**config.mk**
```make
export PLATFORM = sky130hd
export DESIGN_NAME = bsm_front
export DESIGN_NICKNAME = d
export VERILOG_FILES = /design/src/design/bank_switch_mapper_with_scanline_irq_assert.svh /design/src/design/bsm_pkg.sv /design/src/design/bsm_front.sv
export SDC_FILE = /design/constraint.sdc
export NUM_CORES = 1
export LEC_CHECK = 0
export BUFFER_PORTS_ARGS = -buffer_cell sky130_fd_sc_hd__buf_2
export CAP_MARGIN = 20
export CORE_AREA = 5 5 42 44
export DETAILED_ROUTE_END_ITERATION = 12
export DIE_AREA = 0 0 47 49
export PLACE_DENSITY = 0.82
export SYNTH_ARGS = -nofsm -noshare
export SYNTH_HDL_FRONTEND = slang
export SYNTH_SLANG_ARGS = --single-unit
```
**constraint.sdc**
```tcl
create_clock -name vclk -period 1.7
set_clock_uncertainty 0.1 [all_clocks]
set_input_delay 0.51 -clock vclk [all_inputs]
set_output_delay 0.51 -clock vclk [all_outputs]
set_load 0.005 [all_outputs]
```
**src/design/bank_switch_mapper_with_scanline_irq_assert.svh**
```systemverilog
// Assertion macros for the bank switching mapper.
// Used by the top level; the checks assume a clock named clk and a reset named rst_n.
`ifndef BANK_SWITCH_MAPPER_WITH_SCANLINE_IRQ_ASSERT_SVH
`define BANK_SWITCH_MAPPER_WITH_SCANLINE_IRQ_ASSERT_SVH

`ifndef SYNTH
// Same-cycle implication.
`define BSM_CHECK_IMP(label, ante, cons, msg) \
    label: assert property (@(posedge clk) disable iff (!rst_n) (ante) |-> (cons)) \
        else $error(msg);
// Next-cycle implication.
`define BSM_CHECK_NEXT(label, ante, cons, msg) \
    label: assert property (@(posedge clk) disable iff (!rst_n) (ante) |=> (cons)) \
        else $error(msg);
`else
`define BSM_CHECK_IMP(label, ante, cons, msg)
`define BSM_CHECK_NEXT(label, ante, cons, msg)
`endif

`endif

```
**src/design/bsm_pkg.sv**
```systemverilog
// Shared types and constants of the bank switching mapper.
// No dependencies; imported by the front end, the queue, the back end and the top level.
`default_nettype none

package bsm_pkg;

    localparam int WORK_RAM_BYTES = 8192;
    localparam int RAM_AW         = $clog2(WORK_RAM_BYTES);
    localparam int QUEUE_DEPTH    = 2;
    localparam int QPTR_W         = (QUEUE_DEPTH > 1) ? $clog2(QUEUE_DEPTH) : 1;
    localparam int QCNT_W         = $clog2(QUEUE_DEPTH + 1);
    localparam int BANK_REGS      = 8;

    // Input actions.
    localparam logic [2:0] ACT_CPU_READ  = 3'd0;
    localparam logic [2:0] ACT_CPU_WRITE = 3'd1;
    localparam logic [2:0] ACT_PPU       = 3'd2;
    localparam logic [2:0] ACT_TICK      = 3'd3;
    localparam logic [2:0] ACT_ACK       = 3'd4;

    // Result targets.
    localparam logic [2:0] TGT_PASS = 3'd0;
    localparam logic [2:0] TGT_RAM  = 3'd1;
    localparam logic [2:0] TGT_PRG  = 3'd2;
    localparam logic [2:0] TGT_CHR  = 3'd3;
    localparam logic [2:0] TGT_REG  = 3'd4;

    // Mirroring modes.
    localparam logic [1:0] MIRROR_HARD  = 2'd0;
    localparam logic [1:0] MIRROR_VERT  = 2'd1;
    localparam logic [1:0] MIRROR_HORIZ = 2'd2;

    // Register windows above 0x8000, by address bits 14..13.
    localparam logic [1:0] WIN_SELECT = 2'd0;
    localparam logic [1:0] WIN_MIRROR = 2'd1;
    localparam logic [1:0] WIN_RELOAD = 2'd2;
    localparam logic [1:0] WIN_IRQ_EN = 2'd3;

    // Configuration register indexes.
    localparam logic CFG_LAST_PRG  = 1'b0;
    localparam logic CFG_CHR_COUNT = 1'b1;

    localparam logic [5:0] LAST_PRG_RESET  = 6'd31;
    localparam logic [8:0] CHR_COUNT_RESET = 9'd256;

    typedef enum logic [3:0] {
        KIND_PASS,
        KIND_NOP,
        KIND_RAM_RD,
        KIND_RAM_WR,
        KIND_PRG_RD,
        KIND_REG_WR,
        KIND_CHR,
        KIND_TICK,
        KIND_ACK
    } kind_t;

    typedef struct packed {
        logic [2:0]  action;
        logic [15:0] address;
        logic [7:0]  write_data;
    } item_t;

    typedef struct packed {
        logic [2:0]  target;
        logic [18:0] mapped_addr;
        logic        chr_in_range;
        logic [7:0]  read_data;
        logic        irq_line;
        logic [1:0]  mirror_mode;
    } result_t;

    typedef struct packed {
        kind_t       kind;
        logic [15:0] address;
        logic [7:0]  write_data;
    } entry_t;

endpackage

`default_nettype wire

```
**src/design/bsm_front.sv**
```systemverilog
// Front end: takes input beats and classifies them into queue entries.
// Depends on bsm_pkg.
`default_nettype none

module bsm_front (
    input  wire logic           item_valid,
    output logic                item_stall,
    input  wire bsm_pkg::item_t item,
    input  wire logic           queue_full,
    input  wire logic           clearing,
    output logic                push,
    output bsm_pkg::entry_t     entry
);
    import bsm_pkg::*;

    logic in_ram_window;
    logic in_rom_window;
    logic in_chr_window;

    assign item_stall = queue_full || clearing;
    assign push       = item_valid && !item_stall;

    assign in_ram_window = (item.address[15:13] == 3'b011);
    assign in_rom_window = item.address[15];
    assign in_chr_window = (item.address[15:13] == 3'b000);

    always_comb
    begin
        entry.address    = item.address;
        entry.write_data = item.write_data;
        case (item.action)
            ACT_CPU_READ:
            begin
                if (in_ram_window)
                    entry.kind = KIND_RAM_RD;
                else if (in_rom_window)
                    entry.kind = KIND_PRG_RD;
                else
                    entry.kind = KIND_PASS;
            end
            ACT_CPU_WRITE:
            begin
                if (in_ram_window)
                    entry.kind = KIND_RAM_WR;
                else if (in_rom_window)
                    entry.kind = KIND_REG_WR;
                else
                    entry.kind = KIND_PASS;
            end
            ACT_PPU:
            begin
                entry.kind = in_chr_window ? KIND_CHR : KIND_PASS;
            end
            ACT_TICK: entry.kind = KIND_TICK;
            ACT_ACK:  entry.kind = KIND_ACK;
            default:  entry.kind = KIND_NOP;
        endcase
    end

endmodule

`default_nettype wire

```
# == Word level (Yosys, flattened, before mapping) ==
# Index checks and enable logic that the tools add are counted.
# word_totals
ff_bits,0
out_inout_bits,30
inputBits,30
# classes
mux,6
n_eq_ne,5
n_reduce_logical,5
# ops
cell,n
case mux 4 bit (5 select lines),1
two-way mux 3 bit,5
"== test 3 x 2 -> 1 bit, second input constant",3
logical NOT 3 bit,2
"== test 3 x 1 -> 1 bit, second input constant",1
"== test 3 bit, second input constant",1
logical AND 1 bit,1
logical NOT 1 bit,1
logical OR 1 bit,1

# == Depth between registers and ports, before layout ==
# Gate-level depths: netlist (run 1).
# depth
depth_word,3
depth_mapped,3

# == Worst setup path after synthesis (run 1) ==
# No wires, ideal clock.
# synth_path
kind,input to output
startpoint,in item[21] (netlist bit)
endpoint,out entry[24] (netlist bit)
stages,3
arrival_ns,0.964
slack_ns,0.126
path_cell_list,a211o_1 -> a21oi_1 -> nor2_1
# synth_lines
item,line_no,rtl
start: declaration,bsm_front.sv:8,"input wire bsm_pkg::item_t item,"
end: declaration,bsm_front.sv:12,output bsm_pkg::entry_t entry

==> results.toml, run 1 <==
[placed_design]
post_dp_cell_area_um2 = 211
hpwlAfterDp_um = 452
portBuffers = 18
gp_congestion = 0.507

[outcome]
status = "complete, but fails checks"
violations = "setup timing"

[timing]
fmax_ghz = 0.543
final-setup-viol-count = 3
finalHoldViolCount = 0
rsz0062_at_grt = "yes"
hold_ws_ps = 920
final.min_clock_period_ps = 1840
finalCritPeriodShare = 1.08
maxSlewViolCount = 0
max-slew-margin-rel = 0.889
tightestPinTransition_ps = 166
setup_slack_ps = -142

[drt]
firstDrtPassIters = 1
via_per_inst = 4.25
drt-wirelength-per-cell_um = 12.3
ant_nets = 0
num_vias = 221
post-route-drc-count = 0
drt_iter0_drc = 0
drt-total-wl_um = 638

[pwr]
power_density_mw_per_mm2 = 234
irDropWorstVdd_v = 0.0000374
leakage_nw = 0.142

[cells_and_area]
diodes = 0
design_area_um2 = 293
seq_cells = 0
final_core_util = 0.209
areaGrowthSynthToFinish_pct = 9.86
regArea_um2 = 0
clock_buffers = 0
drive_gt1_frac = 0.806
nets = 68

[logic_synthesis]
syn_avg_cell_area_um2 = 6.83
synth_cells = 39
yosys_warnings = 0
yosysTopAreaCell = "buf_4"
yosys-top-cells-area = "buf_4 68%, nor2_1 7.0%, a211oi_2 4.7%, a21oi_1 3.8%, nor3_2 3.8%"
synth_area_um2 = 267
synth_fp_nets = 69
synth.most_common_cell = "buf_4"
netlist.area_leader.share = 0.676
synth_cell_types = 11
yosysSeqAreaShare = 0
synth_commonest_cells = "24 x buf_4, 5 x nor2_1, 2 x a21oi_1"

[global_route]
grt.total_usage = 0.0449
antenna_found_initial = 0
overflow = 0
grt_pass1_wl_um = 841
grt_max_degree = 5
grt_pass1_vias = 194

[clock_network]
ctsHoldBuffers = 0

[hold_path]
worstHoldEndpoint = "entry[10]"
hold_class = "input pin to primary output"
min_path_cells = 0
hp-start = "item[10]"

[critical_path]
cp.arrival_ps = 1230
path_class = "input pin to primary output"
start_kind = "input pin"
end_kind = "primary output"
crit_fanout = 4
crit_required_ps = 1090

[floorplan]
num_rows = 14
start_util = 0.190
pin_count = 60
dieArea_mm2 = 0.00230
die_h_um = 49
core-area_mm2 = 0.00140
die_w_um = 47

[flow_run]
drv_cap = 0
cell type report:
class | instances | area, um^2
Timing Repair Buffer | 21 | 159
Fill cell | 160 | 1110
Inverter | 1 | 3.75
Multi-Input combinational cell | 14 | 110
Tap cell | 16 | 20.0
layer usage:
layer | up-vias | wire (um) | global-route usage
met1 | 107 | 139 | 0.0348
met3 | 2 | 124 | 0.0111
met2 | 17 | 367 | 0.0928
met5 | - | 0 | 0
met4 | 0 | 6 | 0.0184
li1 | 95 | - | -
worst max-delay path: stages:
cell and delay, ps:
buf_8 100, a211o_1 300, a21oi_2 140, nor2_1 60, buf_2 120
layout by cell type, fill, tap and decap left out, drive strengths merged:
master	count
o21ai	1
buf	21
nor3	1
or2	1
nor2	5
and2	1
nand3	1
inv	1
a211o	1
a21oi	2
a211oi	1
timing repair:
item	4_1_cts	5_1_grt
setup buffers	0	1
pin swaps	8	8
gates resized for setup	13	9
setup endpoints to repair	4	5
kinds of logic (layout without fill, tap and decap cells):
| group | count (synthesis) | in the layout | synth area share |
|---|---|---|---|
| AOI/OAI and AO/OA | 5 | 5 | 0.136 |
| buffers and inverters | 25 | 22 | 0.690 |
| and+or+nand+nor | 9 | 9 | 0.174 |
power by group:
part | leakage, nW | internal (mW) | switching, mW
logic | 0.142 | 0.0401 | 0.0283
registers | 0 | 0 | 0
clock network | 0 | 0 | 0
how the worst max path moves through the flow:
stage	startpoint	endpoint	cells after the start
6_report	item[21]	entry[24]	5
5_1_grt	item[21]	entry[24]	5
4_1_cts	item[22]	entry[24]	5
3_5_place_dp	item[22]	entry[26]	5
3_3_place_gp	item[22]	entry[26]	5
2_1_floorplan	item[21]	entry[24]	3
stage by stage:
stage	std cells	TNS (ps)	setup slack, ps	power, mW
CTS	51	-239	-103	0.0578
global route	52	-473	-193	0.0750
detailed placement	51	-429	-165	0.0465
global placement	51	-385	-147	0.0453
floorplan	39	0	126	0.0595
finish	52	-289	-142	0.0685
No activity file was read; power rests on OpenSTA's default activity.
==> inputs of run 2 (changes only) <==
--- a/config.mk
+++ b/config.mk
@@ -11,6 +11,7 @@
 export DETAILED_ROUTE_END_ITERATION = 12
 export DIE_AREA = 0 0 47 49
 export PLACE_DENSITY = 0.82
+export SETUP_SLACK_MARGIN = 0.4
 export SYNTH_ARGS = -nofsm -noshare
 export SYNTH_HDL_FRONTEND = slang
 export SYNTH_SLANG_ARGS = --single-unit
==> run 2 against run 1 <==
The run still ends with setup timing left; die area unchanged; worst hold slack did not move; total power is 23% higher; non-clock buffer count is 3 higher; worst setup slack better by 44 ps; fmax grew 2.5%; routed wire length increased by 12%; sequential share of layout area unchanged.
==> results.toml, run 2 (same netlist as run 1, synthesis figures left out) <==
[placed_design]
gp_congestion = 0.654
post_dp_cell_area_um2 = 244
portBuffers = 18
hpwlAfterDp_um = 538

[floorplan]
start_util = 0.190
core-area_mm2 = 0.00140
die_h_um = 49
die_w_um = 47
dieArea_mm2 = 0.00230
num_rows = 14
pin_count = 60

[drt]
drt-wirelength-per-cell_um = 12.9
ant_nets = 0
num_vias = 233
drt_iter0_drc = 0
post-route-drc-count = 0
drt-total-wl_um = 712
via_per_inst = 4.24
firstDrtPassIters = 1

[global_route]
grt_pass1_vias = 229
grt.total_usage = 0.0520
grt_max_degree = 5
antenna_found_initial = 0
grt_pass1_wl_um = 945
overflow = 0

[critical_path]
crit_chain = "buf_8 > a211o_1 > a21oi_2 > nor2_1 > buf_2"
crit_fanout = 3
cp_num_cells = 5
critical-path-top-delay-family = "compound AO/OA/AOI/OAI gates"
end_kind = "primary output"
cp_slowest_cell = "a211o_1"
path_buf_inv = 2
cp_slowest_stage_delay_ps = 290
crit_required_ps = 1090
path_class = "input pin to primary output"
start_kind = "input pin"
cp.arrival_ps = 1190

[timing]
max-slew-margin-rel = 0.896
fmax_ghz = 0.556
final.min_clock_period_ps = 1800
finalCritPeriodShare = 1.06
finalHoldViolCount = 0
tightestPinTransition_ps = 156
rsz0062_at_grt = "yes"
maxSlewViolCount = 0
finalSetupTns_ps = -215
final-setup-viol-count = 3
setup_slack_ps = -97.5

[cells_and_area]
design_area_um2 = 357
mostFrequentLayoutCells = "9 x buf_2, 9 x buf_6, 4 x buf_8"
seq_cells = 0
regArea_um2 = 0
areaGrowthSynthToFinish_pct = 33.8
clock_buffers = 0
nets = 71
diodes = 0
drive_gt1_frac = 0.821

[pwr]
power_density_mw_per_mm2 = 236
irDropWorstVdd_v = 0.0000360
leakage_nw = 0.170

[hold_path]
hold_class = "input pin to primary output"
min_path_cells = 0

[outcome]
status = "complete, but fails checks"
violations = "setup timing"

[flow_run]
drv_cap = 0

[clock_network]
ctsHoldBuffers = 0
## run 2: repair_timing
action,4_1_cts,5_1_grt
gates resized for setup,18,4
pin swaps,8,2
endpoints found under the setup margin,9,9
hold endpoints to repair,0,0
buffers inserted,0,3
## run 2: report_power, final
group	internal, mW	leakage, nW	total (mW)	switching, mW
Sequential	0	0	0	0
Combinational	0.0530	0.170	0.0842	0.0312
Clock	0	0	0	0
## run 2: per-stage QoR
step,utilization,hold slack [ps],worst slack (ps),total power [mW],cells
final,0.254,920,-97.5,0.0842,55
after global routing,0.254,920,-136,0.0907,55
after CTS,0.228,920,-136,0.0752,52
after detailed placement,0.174,920,-145,0.0561,52
after global placement,0.174,920,-136,0.0548,52
after floorplan,-,938,144,0.0633,39
## run 2: layer usage
layer,vias up,global-route usage,part of all wire
li1,101,-,-
met2,22,0.0792,0.42
met4,0,0.0507,0.067
met1,98,0.0545,0.30
met3,12,0.0111,0.22
met5,-,0,0
## run 2: path summary, 6_finish.rpt
check	from	end	slack (ps)
setup / recovery	item[22]	entry[24]	-100
hold / removal	item[10]	entry[10]	920
## run 2: final cells by class
cell class | count | area [um^2]
inverter | 1 | 3.75
timing repair buffer | 24 | 221
fill | 162 | 1040
multi-input combinational | 14 | 111
tap | 16 | 20.0
