===== config.mk =====
export PLATFORM = sky130hd
export DESIGN_NAME = bsm_fifo
export DESIGN_NICKNAME = d
export VERILOG_FILES = /design/src/design/bank_switch_mapper_with_scanline_irq_assert.svh /design/src/design/bsm_pkg.sv /design/src/design/bsm_fifo.sv
export SDC_FILE = /design/constraint.sdc
export NUM_CORES = 1
export LEC_CHECK = 0
export BUFFER_PORTS_ARGS = -buffer_cell sky130_fd_sc_hd__buf_2
export CAP_MARGIN = 30
export CORE_UTILIZATION = 25
export CTS_CLUSTER_DIAMETER = 30
export DETAILED_ROUTE_END_ITERATION = 7
export HOLD_SLACK_MARGIN = 0.05
export SYNTH_ARGS = -nofsm -noshare
export SYNTH_HDL_FRONTEND = slang
export SYNTH_SLANG_ARGS = --single-unit

===== constraint.sdc =====
create_clock -name clk -period 4.52 [get_ports clk]
set_input_delay 0.678 -clock clk [delete_from_list [all_inputs] [get_ports clk]]
set_output_delay 0.678 -clock clk [all_outputs]
set_load 0.1 [all_outputs]

===== src/design/bank_switch_mapper_with_scanline_irq_assert.svh =====
// Assertion macros for the bank switching mapper.
// Used by the top level; the checks assume a clock named clk and a reset named rst_n.
`ifndef BANK_SWITCH_MAPPER_WITH_SCANLINE_IRQ_ASSERT_SVH
`define BANK_SWITCH_MAPPER_WITH_SCANLINE_IRQ_ASSERT_SVH

`ifndef SYNTH
// Same-cycle implication.
`define BSM_CHECK_IMP(label, ante, cons, msg) \
    label: assert property (@(posedge clk) disable iff (!rst_n) (ante) |-> (cons)) \
        else $error(msg);
// Next-cycle implication.
`define BSM_CHECK_NEXT(label, ante, cons, msg) \
    label: assert property (@(posedge clk) disable iff (!rst_n) (ante) |=> (cons)) \
        else $error(msg);
`else
`define BSM_CHECK_IMP(label, ante, cons, msg)
`define BSM_CHECK_NEXT(label, ante, cons, msg)
`endif

`endif


===== src/design/bsm_pkg.sv =====
// Shared types and constants of the bank switching mapper.
// No dependencies; imported by the front end, the queue, the back end and the top level.
`default_nettype none

package bsm_pkg;

    localparam int WORK_RAM_BYTES = 8192;
    localparam int RAM_AW         = $clog2(WORK_RAM_BYTES);
    localparam int QUEUE_DEPTH    = 2;
    localparam int QPTR_W         = (QUEUE_DEPTH > 1) ? $clog2(QUEUE_DEPTH) : 1;
    localparam int QCNT_W         = $clog2(QUEUE_DEPTH + 1);
    localparam int BANK_REGS      = 8;

    // Input actions.
    localparam logic [2:0] ACT_CPU_READ  = 3'd0;
    localparam logic [2:0] ACT_CPU_WRITE = 3'd1;
    localparam logic [2:0] ACT_PPU       = 3'd2;
    localparam logic [2:0] ACT_TICK      = 3'd3;
    localparam logic [2:0] ACT_ACK       = 3'd4;

    // Result targets.
    localparam logic [2:0] TGT_PASS = 3'd0;
    localparam logic [2:0] TGT_RAM  = 3'd1;
    localparam logic [2:0] TGT_PRG  = 3'd2;
    localparam logic [2:0] TGT_CHR  = 3'd3;
    localparam logic [2:0] TGT_REG  = 3'd4;

    // Mirroring modes.
    localparam logic [1:0] MIRROR_HARD  = 2'd0;
    localparam logic [1:0] MIRROR_VERT  = 2'd1;
    localparam logic [1:0] MIRROR_HORIZ = 2'd2;

    // Register windows above 0x8000, by address bits 14..13.
    localparam logic [1:0] WIN_SELECT = 2'd0;
    localparam logic [1:0] WIN_MIRROR = 2'd1;
    localparam logic [1:0] WIN_RELOAD = 2'd2;
    localparam logic [1:0] WIN_IRQ_EN = 2'd3;

    // Configuration register indexes.
    localparam logic CFG_LAST_PRG  = 1'b0;
    localparam logic CFG_CHR_COUNT = 1'b1;

    localparam logic [5:0] LAST_PRG_RESET  = 6'd31;
    localparam logic [8:0] CHR_COUNT_RESET = 9'd256;

    typedef enum logic [3:0] {
        KIND_PASS,
        KIND_NOP,
        KIND_RAM_RD,
        KIND_RAM_WR,
        KIND_PRG_RD,
        KIND_REG_WR,
        KIND_CHR,
        KIND_TICK,
        KIND_ACK
    } kind_t;

    typedef struct packed {
        logic [2:0]  action;
        logic [15:0] address;
        logic [7:0]  write_data;
    } item_t;

    typedef struct packed {
        logic [2:0]  target;
        logic [18:0] mapped_addr;
        logic        chr_in_range;
        logic [7:0]  read_data;
        logic        irq_line;
        logic [1:0]  mirror_mode;
    } result_t;

    typedef struct packed {
        kind_t       kind;
        logic [15:0] address;
        logic [7:0]  write_data;
    } entry_t;

endpackage

`default_nettype wire


===== src/design/bsm_fifo.sv =====
// Short queue of classified entries between the front and back ends.
// Depends on bsm_pkg.
`default_nettype none

module bsm_fifo (
    input  wire logic            clk,
    input  wire logic            rst_n,
    input  wire logic            push,
    input  wire bsm_pkg::entry_t push_entry,
    input  wire logic            pop,
    output bsm_pkg::entry_t      head,
    output logic                 full,
    output logic                 empty
);
    import bsm_pkg::*;

    entry_t             slots [QUEUE_DEPTH];
    logic [QPTR_W-1:0]  wr_ptr_reg;
    logic [QPTR_W-1:0]  wr_ptr_next;
    logic [QPTR_W-1:0]  rd_ptr_reg;
    logic [QPTR_W-1:0]  rd_ptr_next;
    logic [QCNT_W-1:0]  count_reg;
    logic [QCNT_W-1:0]  count_next;

    assign full  = (count_reg == QCNT_W'(QUEUE_DEPTH));
    assign empty = (count_reg == '0);
    assign head  = slots[rd_ptr_reg];

    always_comb
    begin
        wr_ptr_next = wr_ptr_reg;
        rd_ptr_next = rd_ptr_reg;
        count_next  = count_reg;
        if (push)
            wr_ptr_next = (wr_ptr_reg == QPTR_W'(QUEUE_DEPTH - 1)) ? '0 : wr_ptr_reg + 1'b1;
        if (pop)
            rd_ptr_next = (rd_ptr_reg == QPTR_W'(QUEUE_DEPTH - 1)) ? '0 : rd_ptr_reg + 1'b1;
        if (push && !pop)
            count_next = count_reg + 1'b1;
        else if (pop && !push)
            count_next = count_reg - 1'b1;
    end

    always_ff @(posedge clk or negedge rst_n)
    begin
        if (!rst_n)
        begin
            wr_ptr_reg <= '0;
            rd_ptr_reg <= '0;
            count_reg  <= '0;
        end
        else
        begin
            wr_ptr_reg <= wr_ptr_next;
            rd_ptr_reg <= rd_ptr_next;
            count_reg  <= count_next;
        end
    end

    always_ff @(posedge clk)
    begin
        if (push)
            slots[wr_ptr_reg] <= push_entry;
    end

endmodule

`default_nettype wire


Yosys cells after proc, flatten, opt, wreduce, memory -nomap -nowiden:

Memory sizes are Yosys's and may differ from the RTL's.
Cells that the tools add are included.

* logic and storage cells: 21
* bits in registers: 4
* memories kept: 1
* input bits: 32
* RAM bits: 56
* output and inout bits: 30

* muxes and demuxes: 6
* add/sub/neg operators: 4
* reductions and logical operators: 6
* equal/unequal tests: 1

Memories
* slots: words 2, bits a word 28, rd ports 1, clocked after memory_dff 0, write ports 1, line bsm_fifo.sv:17 `entry_t slots [QUEUE_DEPTH];`

Operator list (count)
* 1-bit 2-to-1 mux: 4
* 2-bit 2-to-1 mux: 2
* 1-bit adder (second input constant): 2
* 2-bit by 1-bit adder with 2-bit output (second input constant): 1
* 2-bit equality test (second input constant): 1
* 1-bit logical AND: 2
* 1-bit zero test: 2
* 2-bit zero test: 1
* 2-bit nonzero test: 1
* 2-bit by 1-bit subtractor with 2-bit output (second input constant): 1

Logic depth before layout (Yosys ltp):

Gate-level depths: netlist of the first run.

* depth after elaboration: 4
* mapped depth: 5
* depth with buffers taken out: 5

Least setup slack after synthesis of the first run:

Ideal clock, no wire load.

* kind: flip-flop to output port
* start: register count_reg[0]
* end: output port full
* arrival time: 1.753 ns
* cell stages (with the launch flop): 2
* data required time: 3.842 ns
* setup slack: 2.089 ns
* path buffers: 0
* cell sequence: dfrtp_1 -> nor2b_1

* cells in the longest elaborated chain, start to end: 1

Ends and longest elaborated chain
* start: declaration: line bsm_fifo.sv:22 `logic [QCNT_W-1:0] count_reg;`
* start signal: assignment: line bsm_fifo.sv:56 `count_reg <= count_next;`
* 2-bit equality test: line bsm_fifo.sv:25 `assign full = (count_reg == QCNT_W'(QUEUE_DEPTH));`
* end: declaration: line bsm_fifo.sv:12 `output logic full,`

No other way between the ends.

==> results.py, run 1 <==
metrics = {
    "clock_tree": {
        "cts_tree": "done",
        "cts.sinks": 60,
        "cts_buffers": 9,
        "cts_setup_buffers": 0,
        "cts_hold_buf": 0,
        "clock_latency_ns": 0.33,
        "h-tree-depth": 3,
        "clock_path_buffers": 2,
        "root_buffer": "clkbuf_8",
        "clkTransAtPathRegs_ns": 0.06,
        "cts_resized": 0,
    },
    "sta": {
        "hold_viol_final": 0,
        "setup_violations": 0,
        "fmax_mhz": 401,
        "worst_pin_slew_ns": 0.491,
        "grt_setup_unrepaired": "no",
        "setup-tns-final_ns": 0,
        "maxSlewViolCount": 0,
        "period_share_pct": 55.1,
        "fin_hold_ws_ns": 0.141,
        "fin_crit_ns": 2.49,
        "relSlewSlack_pct": 67.5,
        "skew_ns": 0.00297,
    },
    "critical_path": {
        "critPathKind": "register to primary output",
        "worstReg2RegStart": "wr_ptr_reg",
        "required_ns": 3.84,
        "worstPathMaxFanout": 28,
        "arrival_ns": 1.81,
        "crit_path_start": "rd_ptr_reg",
        "cpPeakStageDelay_ns": 0.40,
        "worst_setup_path_start_kind": "register",
        "slowest_stage": "buf_4",
        "r2r_cells": 2,
        "worstPathCellList": "buf_4 > mux2_2 > buf_2",
        "crit_path_end_kind": "primary output",
        "crit_buf_inv": 2,
        "crit_family": "buffers and inverters",
        "r2r_end": "slots[1][19]",
        "r2r_slack_ns": 3.28,
    },
    "drt": {
        "viasPerCell": 3.93,
        "drt_iter0_drc": 34,
        "wl_met2_um": 1810,
        "wl_per_cell_um": 13.4,
        "met1Wirelength_um": 1760,
        "wl_um": 3870,
        "vias": 1133,
        "drc": 0,
        "top_layer": "met4",
        "postRouteAntennaNets": 0,
        "dr.pass1.iters": 4,
        "wl_met3_um": 242,
    },
    "final_layout": {
        "multiInputGateArea_um2": 438,
        "diodes": 0,
        "post-route-util_pct": 32.9,
        "area_growth_pct": 27.2,
        "final_area_mm2": 0.00287,
        "final-seq-area_mm2": 0.00178,
        "final_net_count": 208,
        "layout-drive-gt1-share_pct": 58.9,
        "fillers": 825,
        "largest_reg_flops": 56,
    },
    "job": {
        "drv_cap": 0,
    },
    "logic_synthesis": {
        "syn_area_mm2": 0.00225,
        "synth_warnings": 0,
        "ys_ff_latch": 60,
        "synth_cells": 103,
        "synth_area_per_cell_um2": 21.9,
        "synth_nets": 136,
        "synthDistinctLibCells": 14,
        "yosysSeqAreaShare_pct": 79.0,
    },
    "floorplan": {
        "coreArea_mm2": 0.00872,
        "fp.dieH_um": 97.0,
        "initial_utilization_pct": 25.9,
        "fp.dieW_um": 97.0,
        "dieArea_mm2": 0.00940,
        "io_pins": 62,
        "rows": 34,
    },
    "placed_design": {
        "gp_congestion": 0.639,
        "portBuffers": 61,
        "place_area_mm2": 0.00269,
        "dp_hpwl_um": 2380,
    },
    "global_routing": {
        "first_global_vias": 1168,
        "grt_max_degree": 29,
        "grt_util_all_layers_pct": 8.85,
        "overflow": 0,
        "antenna_found_initial": 0,
        "grt_pass1_wl_um": 5980,
    },
    "status": {
        "status": "finished, final reports clean",
    },
    "min_path": {
        "min_path_type": "input pin to async pin",
    },
}
metrics by stage:
step / setup WS (ns) / std cells
detailed placement: 2.35 / 272
CTS: 1.97 / 288
finish: 2.03 / 288
global placement: 2.38 / 272
floorplan: 2.09 / 103
global route: 1.93 / 288
final cells by class:
class | count | area share (%)
Inverter | 1 | 0.131
Sequential cell | 60 | 62.1
Tap cell | 108 | 4.71
Clock buffer | 10 | 4.45
Multi-Input combinational cell | 39 | 15.3
Clock inverter | 6 | 1.92
Timing Repair Buffer | 64 | 11.4
cell usage in the layout, fill, tap and decap left out, types with 2 or more instances in the layout:
master,count
clkinv_1,2
mux2_4,10
xor2_1,4
clkinv_2,2
mux2_2,18
buf_2,61
clkbuf_8,9
edfxtp_1,56
buf_4,3
dfrtp_1,4
nor2_1,2
worst reg2reg max path: cells and delay by family (launching register included):
| family | cells | cell delay, ns |
|---|---|---|
| flip-flops | 1 | 0.38 |
| buffers and inverters | 1 | 0.38 |
| AND/OR/NAND/NOR | 1 | 0.13 |
metal layers:
layer,track usage (%),vias up
li1,-,539
met1,10.3,548
met2,13.0,40
met3,4.70,6
met4,4.82,0
met5,0,-
how the worst max path moves through the flow:
stage,to,cells after the start
global placement,head[4],3
CTS,head[25],3
detailed placement,head[25],3
floorplan,full,1
global route,head[25],3
finish,head[4],3
cells in the mapped netlist:
master | count | area share (%)
buf_6 | 1 | 0.50
ha_1 | 1 | 0.55
xor2_1 | 4 | 1.6
mux2_2 | 18 | 9.0
buf_8 | 1 | 0.67
and2_1 | 1 | 0.28
mux2_4 | 10 | 6.7
inv_1 | 1 | 0.17
buf_4 | 1 | 0.33
nor2_1 | 2 | 0.33
xnor2_1 | 1 | 0.39
edfxtp_1 | 56 | 75
nor2b_1 | 2 | 0.55
dfrtp_1 | 4 | 4.4
cell families (layout without fill, tap and decap cells):
| kind of cell | Yosys count | after routing | share of synthesized area [%] |
|---|---|---|---|
| buffers and inverters | 4 | 81 | 1.66 |
| muxes | 28 | 28 | 15.6 |
| adders and majority gates | 1 | 1 | 0.555 |
| and+or+nand+nor | 5 | 5 | 1.17 |
| DFF | 60 | 60 | 79.0 |
| xor gates and xnor gates | 5 | 5 | 1.94 |
Power of run 1 is left out: the tool's default activity adds up to more than one toggle a clock period on the data nets, which glitch-free logic cannot reach.
==> inputs of run 2 (changes only) <==
Settings changed: ABC_AREA from default to 1.
Clock period 4.52 ns to 2.6 ns, I/O delays scaled along.
==> run 2 against run 1 <==
Setup slack got worse by 1.7 ns. Core utilization is 0.84 points higher. Die area grew 0.87%.
==> results.py, run 2 <==
metrics = {
    "floorplan": {
        "io_pins": 62,
        "fp.dieH_um": 97.4,
        "coreArea_mm2": 0.00876,
        "initial_utilization_pct": 26.0,
        "dieArea_mm2": 0.00948,
        "fp.dieW_um": 97.4,
        "rows": 34,
    },
    "final_layout": {
        "final-seq-area_mm2": 0.00178,
        "multiInputGateArea_um2": 440,
        "area_growth_pct": 30.0,
        "final_net_count": 220,
        "layout_common_cells": "buf_2 (61), edfxtp_1 (56), mux2_2 (18)",
        "final_common_cell": "buf_2",
        "fillers": 881,
        "largest_reg_flops": 56,
        "diodes": 0,
        "layout-drive-gt1-share_pct": 56.3,
    },
    "status": {
        "status": "finished, final reports clean",
    },
    "critical_path": {
        "worstPathCellList": "buf_12 > mux2_2 > buf_2",
        "critPathKind": "register to primary output",
        "cpPeakStageDelay_ns": 0.65,
        "worstPathMaxFanout": 15,
        "worst_setup_path_start_kind": "register",
        "crit_buf_inv": 2,
        "crit_path_end_kind": "primary output",
        "slowest_stage": "dfrtp_2",
        "required_ns": 2.21,
        "crit_family": "flip-flops",
        "arrival_ns": 1.84,
    },
    "drt": {
        "dr.pass1.iters": 4,
        "drc": 0,
        "drt_iter0_drc": 30,
        "postRouteAntennaNets": 0,
        "wl_um": 3710,
        "wl_per_cell_um": 12.4,
        "viasPerCell": 3.96,
        "vias": 1189,
    },
    "logic_synthesis": {
        "synthTopCellsByArea": "edfxtp_1 (74%), mux2_2 (8.9%), mux2_4 (6.6%)",
        "synth_xor_area_share_pct": 1.16,
        "syn_area_mm2": 0.00227,
        "synth_edf_count": 56,
        "synth_area_per_cell_um2": 20.3,
        "synth_nets": 145,
        "synth_flop_cell": "edfxtp_1",
        "async_reset_ff_share_pct": 6.67,
        "synth_top_family_by_area": "multiplexers",
        "synth.most_common_cell": "edfxtp_1",
        "netlist_top_cells_count": "edfxtp_1 (56), mux2_2 (18), mux2_4 (10), inv_1 (7), nand2_1 (5)",
        "yosys.area_share.simple_pct": 1.82,
        "synth_warnings": 0,
        "synth_area_leader_cell": "edfxtp_1",
        "ys_ff_latch": 60,
        "synth_top_area_share_pct": 73.9,
        "yosys.area_share.adder_pct": 0.550,
        "yosysSeqAreaShare_pct": 78.3,
        "synth_compound_area_share_pct": 0,
        "synthMuxAreaShare_pct": 15.5,
        "synthDistinctLibCells": 15,
        "synth_cells": 112,
    },
    "clock_tree": {
        "cts_buffers": 9,
        "cts.sinks": 60,
        "clock_path_buffers": 2,
        "h-tree-depth": 3,
        "root_buffer": "clkbuf_8",
        "clock_latency_ns": 0.32,
        "cts_tree": "done",
        "clkTransAtPathRegs_ns": 0.07,
    },
    "placed_design": {
        "gp_congestion": 0.662,
        "dp_hpwl_um": 2560,
        "portBuffers": 61,
    },
    "global_routing": {
        "grtUsageMet3_pct": 4.39,
        "use_met1_pct": 10.3,
        "grt_max_degree": 16,
        "overflow": 0,
        "grtUsageMet2_pct": 12.6,
        "first_global_vias": 1238,
        "grt_pass1_wl_um": 5930,
        "grt_util_all_layers_pct": 8.53,
        "gr-max-usage-layer": "met2",
        "antenna_found_initial": 0,
    },
    "sta": {
        "skew_ns": 0.00417,
        "fmax_mhz": 448,
        "setup_violations": 0,
        "hold_viol_final": 0,
        "setup-tns-final_ns": 0,
        "fin_crit_ns": 2.23,
        "relSlewSlack_pct": 67.5,
        "worst_pin_slew_ns": 0.492,
        "grt_setup_unrepaired": "no",
        "maxSlewViolCount": 0,
        "period_share_pct": 85.9,
    },
    "job": {
        "drv_cap": 0,
    },
    "min_path": {
        "min_path_type": "input pin to register",
    },
}
-- run 2: stage by stage --
stage	hold WS [ns]	worst slack, ns	utilization (%)	cell area, um2	instances
after floorplan	0.0944	0.528	-	2270	112
after global placement	0.205	0.697	31.3	2740	283
after detailed placement	0.206	0.681	31.3	2740	283
after CTS	0.222	0.308	33.7	2960	300
after global routing	0.221	0.270	33.7	2960	300
final	0.250	0.367	33.7	2960	300
-- run 2: worst paths after layout --
| check | start | endpoint | slack, ns | depth (start not counted) |
|---|---|---|---|---|
| min | push_entry[7] | slots[1][7] | 0.25 | 1 |
| max in group asynchronous | rst_n | rd_ptr_reg | 2.07 | 2 |
| min reg2reg | count_reg[1] | count_reg[1] | 0.50 | 2 |
| max reg2reg | wr_ptr_reg | slots[1][22] | 1.26 | 3 |
| max | rd_ptr_reg | head[12] | 0.37 | 3 |
| min in group asynchronous | rst_n | count_reg[1] | 0.40 | 2 |
-- run 2: final cells by class --
cell class	count	area share (%)
clock buffer	10	4.32
tap	108	4.57
inverter	7	0.889
clock inverter	6	2.67
multi-input combinational	42	14.9
sequential	60	60.3
timing repair buffer	67	12.4
-- run 2: what timing repair did --
item | CTS | global route
resized for setup | 0 | 0
hold endpoints to repair | 4 | 0
setup buffers | 0 | 0
hold buffers | 1 | 0
-- run 2: metal layers --
layer,wire [um],vias up
met3,251,7
met1,1700,566
met5,0,-
li1,-,570
met2,1690,46
met4,63,0
-- run 2: logic make-up after synthesis --
kind of cell,after synthesis
mux,28
simple gates,10
buf+inv,10
fa+ha+maj,1
xor+xnor,3
flops,60
Power of run 2 is left out for the same reason.
==> inputs of run 3 (changes only) <==
Settings changed: GPL_TIMING_DRIVEN from default to 0.
==> run 3 against run 2 <==
Sequential share of layout area barely moved. Register-to-register slack lost 0.29 ns. Hold slack worse by 0.0024 ns. Setup slack better by 0.20 ns. Clock skew is 0.0026 ns higher. Cell count down 0.33%. Wire length rose by 4.3%. Count of clock-buffer cells in the layout unchanged. Largest cell class unchanged. Highest routed layer unchanged.
==> results.py, run 3 (synthesis results as in run 2) <==
metrics = {
    "final_layout": {
        "largest_reg_flops": 56,
        "layout_common_cells": "buf_2 (61), edfxtp_1 (56), mux2_2 (18)",
        "area_growth_pct": 29.9,
        "final_common_cell": "buf_2",
        "layout-drive-gt1-share_pct": 56.5,
        "diodes": 0,
        "fillers": 853,
        "final_net_count": 219,
    },
    "global_routing": {
        "antenna_found_initial": 0,
        "grt_util_all_layers_pct": 8.85,
        "first_global_vias": 1241,
        "grt_max_degree": 29,
        "grt_pass1_wl_um": 6240,
        "overflow": 0,
    },
    "floorplan": {
        "initial_utilization_pct": 26.0,
        "dieArea_mm2": 0.00948,
        "rows": 34,
        "fp.dieH_um": 97.4,
        "fp.dieW_um": 97.4,
        "io_pins": 62,
        "coreArea_mm2": 0.00876,
    },
    "clock_tree": {
        "cts_setup_buffers": 0,
        "clkTransAtPathRegs_ns": 0.07,
        "cts_tree": "done",
        "cts_hold_buf": 1,
        "clock_latency_ns": 0.33,
        "cts.sinks": 60,
        "cts_buffers": 9,
        "clock_path_buffers": 2,
        "h-tree-depth": 3,
        "cts_resized": 0,
        "root_buffer": "clkbuf_8",
    },
    "sta": {
        "hold_viol_final": 0,
        "setup_violations": 0,
        "maxSlewViolCount": 0,
        "skew_ns": 0.00676,
        "fin_crit_ns": 2.03,
        "period_share_pct": 78.2,
        "fmax_mhz": 492,
        "relSlewSlack_pct": 41.3,
        "fin_hold_ws_ns": 0.248,
        "grt_setup_unrepaired": "no",
        "worst_pin_slew_ns": 0.878,
    },
    "placed_design": {
        "portBuffers": 61,
        "dp_hpwl_um": 2520,
        "gp_congestion": 0.679,
    },
    "critical_path": {
        "worstPathMaxFanout": 10,
        "required_ns": 2.21,
        "critPathKind": "register to primary output",
        "worst_setup_path_start_kind": "register",
        "worstPathCellList": "buf_6 > buf_8 > mux2_4 > buf_2",
        "crit_path_end_kind": "primary output",
        "slowest_stage": "buf_2",
        "cpPeakStageDelay_ns": 0.42,
        "arrival_ns": 1.64,
    },
    "drt": {
        "drt_iter0_drc": 15,
        "postRouteAntennaNets": 0,
        "vias": 1174,
        "dr.pass1.iters": 2,
        "wl_per_cell_um": 12.9,
        "drc": 0,
        "viasPerCell": 3.93,
        "wl_um": 3870,
    },
    "job": {
        "drv_cap": 0,
    },
    "status": {
        "status": "finished, final reports clean",
    },
    "min_path": {
        "min_path_type": "input pin to register",
    },
}
==> run 3: changes by cell type in the layout (fill, tap and decap cells not counted), moves of 2 or more <==
cell and delta:
buf_8 +2, buf_4 -3, clkinv_1 -2, clkinv_2 +3
==> run 3: final cells by class <==
type	count	area, um2	share of cell area (%)
clock buffer	10	128	4.32
timing repair buffer	63	330	11.2
tap	108	135	4.57
clock inverter	6	78.8	2.67
sequential	60	1780	60.3
multi-input combinational	42	440	14.9
inverter	7	26.3	0.889
buffer	3	33.8	1.14
==> run 3: final timing paths <==
check                              start            to  slack, ns  cells after the start
min                        push_entry[7]   slots[1][7]       0.25                      1
min in group asynchronous          rst_n  count_reg[0]       0.39                      2
max reg2reg                   wr_ptr_reg  slots[1][27]       0.97                      3
max                           rd_ptr_reg      head[18]       0.57                      4
max in group asynchronous          rst_n    rd_ptr_reg       2.08                      2
min reg2reg                 count_reg[1]  count_reg[1]       0.51                      2
==> run 3: stage by stage <==
stage	util (%)	TNS (ns)	setup WS (ns)	instances	instance area, um2
2_1_floorplan	-	0	0.528	112	2270
3_3_place_gp	31.0	-15.05	-0.539	281	2720
3_5_place_dp	31.2	0	0.812	282	2740
4_1_cts	33.7	0	0.530	299	2950
5_1_grt	33.7	0	0.499	299	2950
6_report	33.7	0	0.568	299	2950
==> run 3: worst max-delay path: cells and delay by family, from the launching register on <==
| kind | cells | cell delay (ns) |
|---|---|---|
| multiplexers | 1 | 0.19 |
| buffers and inverters | 3 | 0.74 |
| flip-flops | 1 | 0.39 |
==> run 3: layer usage <==
layer | up-vias | routed length (um) | track usage (%)
li1 | 569 | - | -
met4 | 0 | 52 | 4.75
met3 | 6 | 230 | 3.31
met1 | 553 | 1790 | 10.6
met2 | 46 | 1800 | 13.8
met5 | - | 0 | 0
Power of run 3 is left out for the same reason.
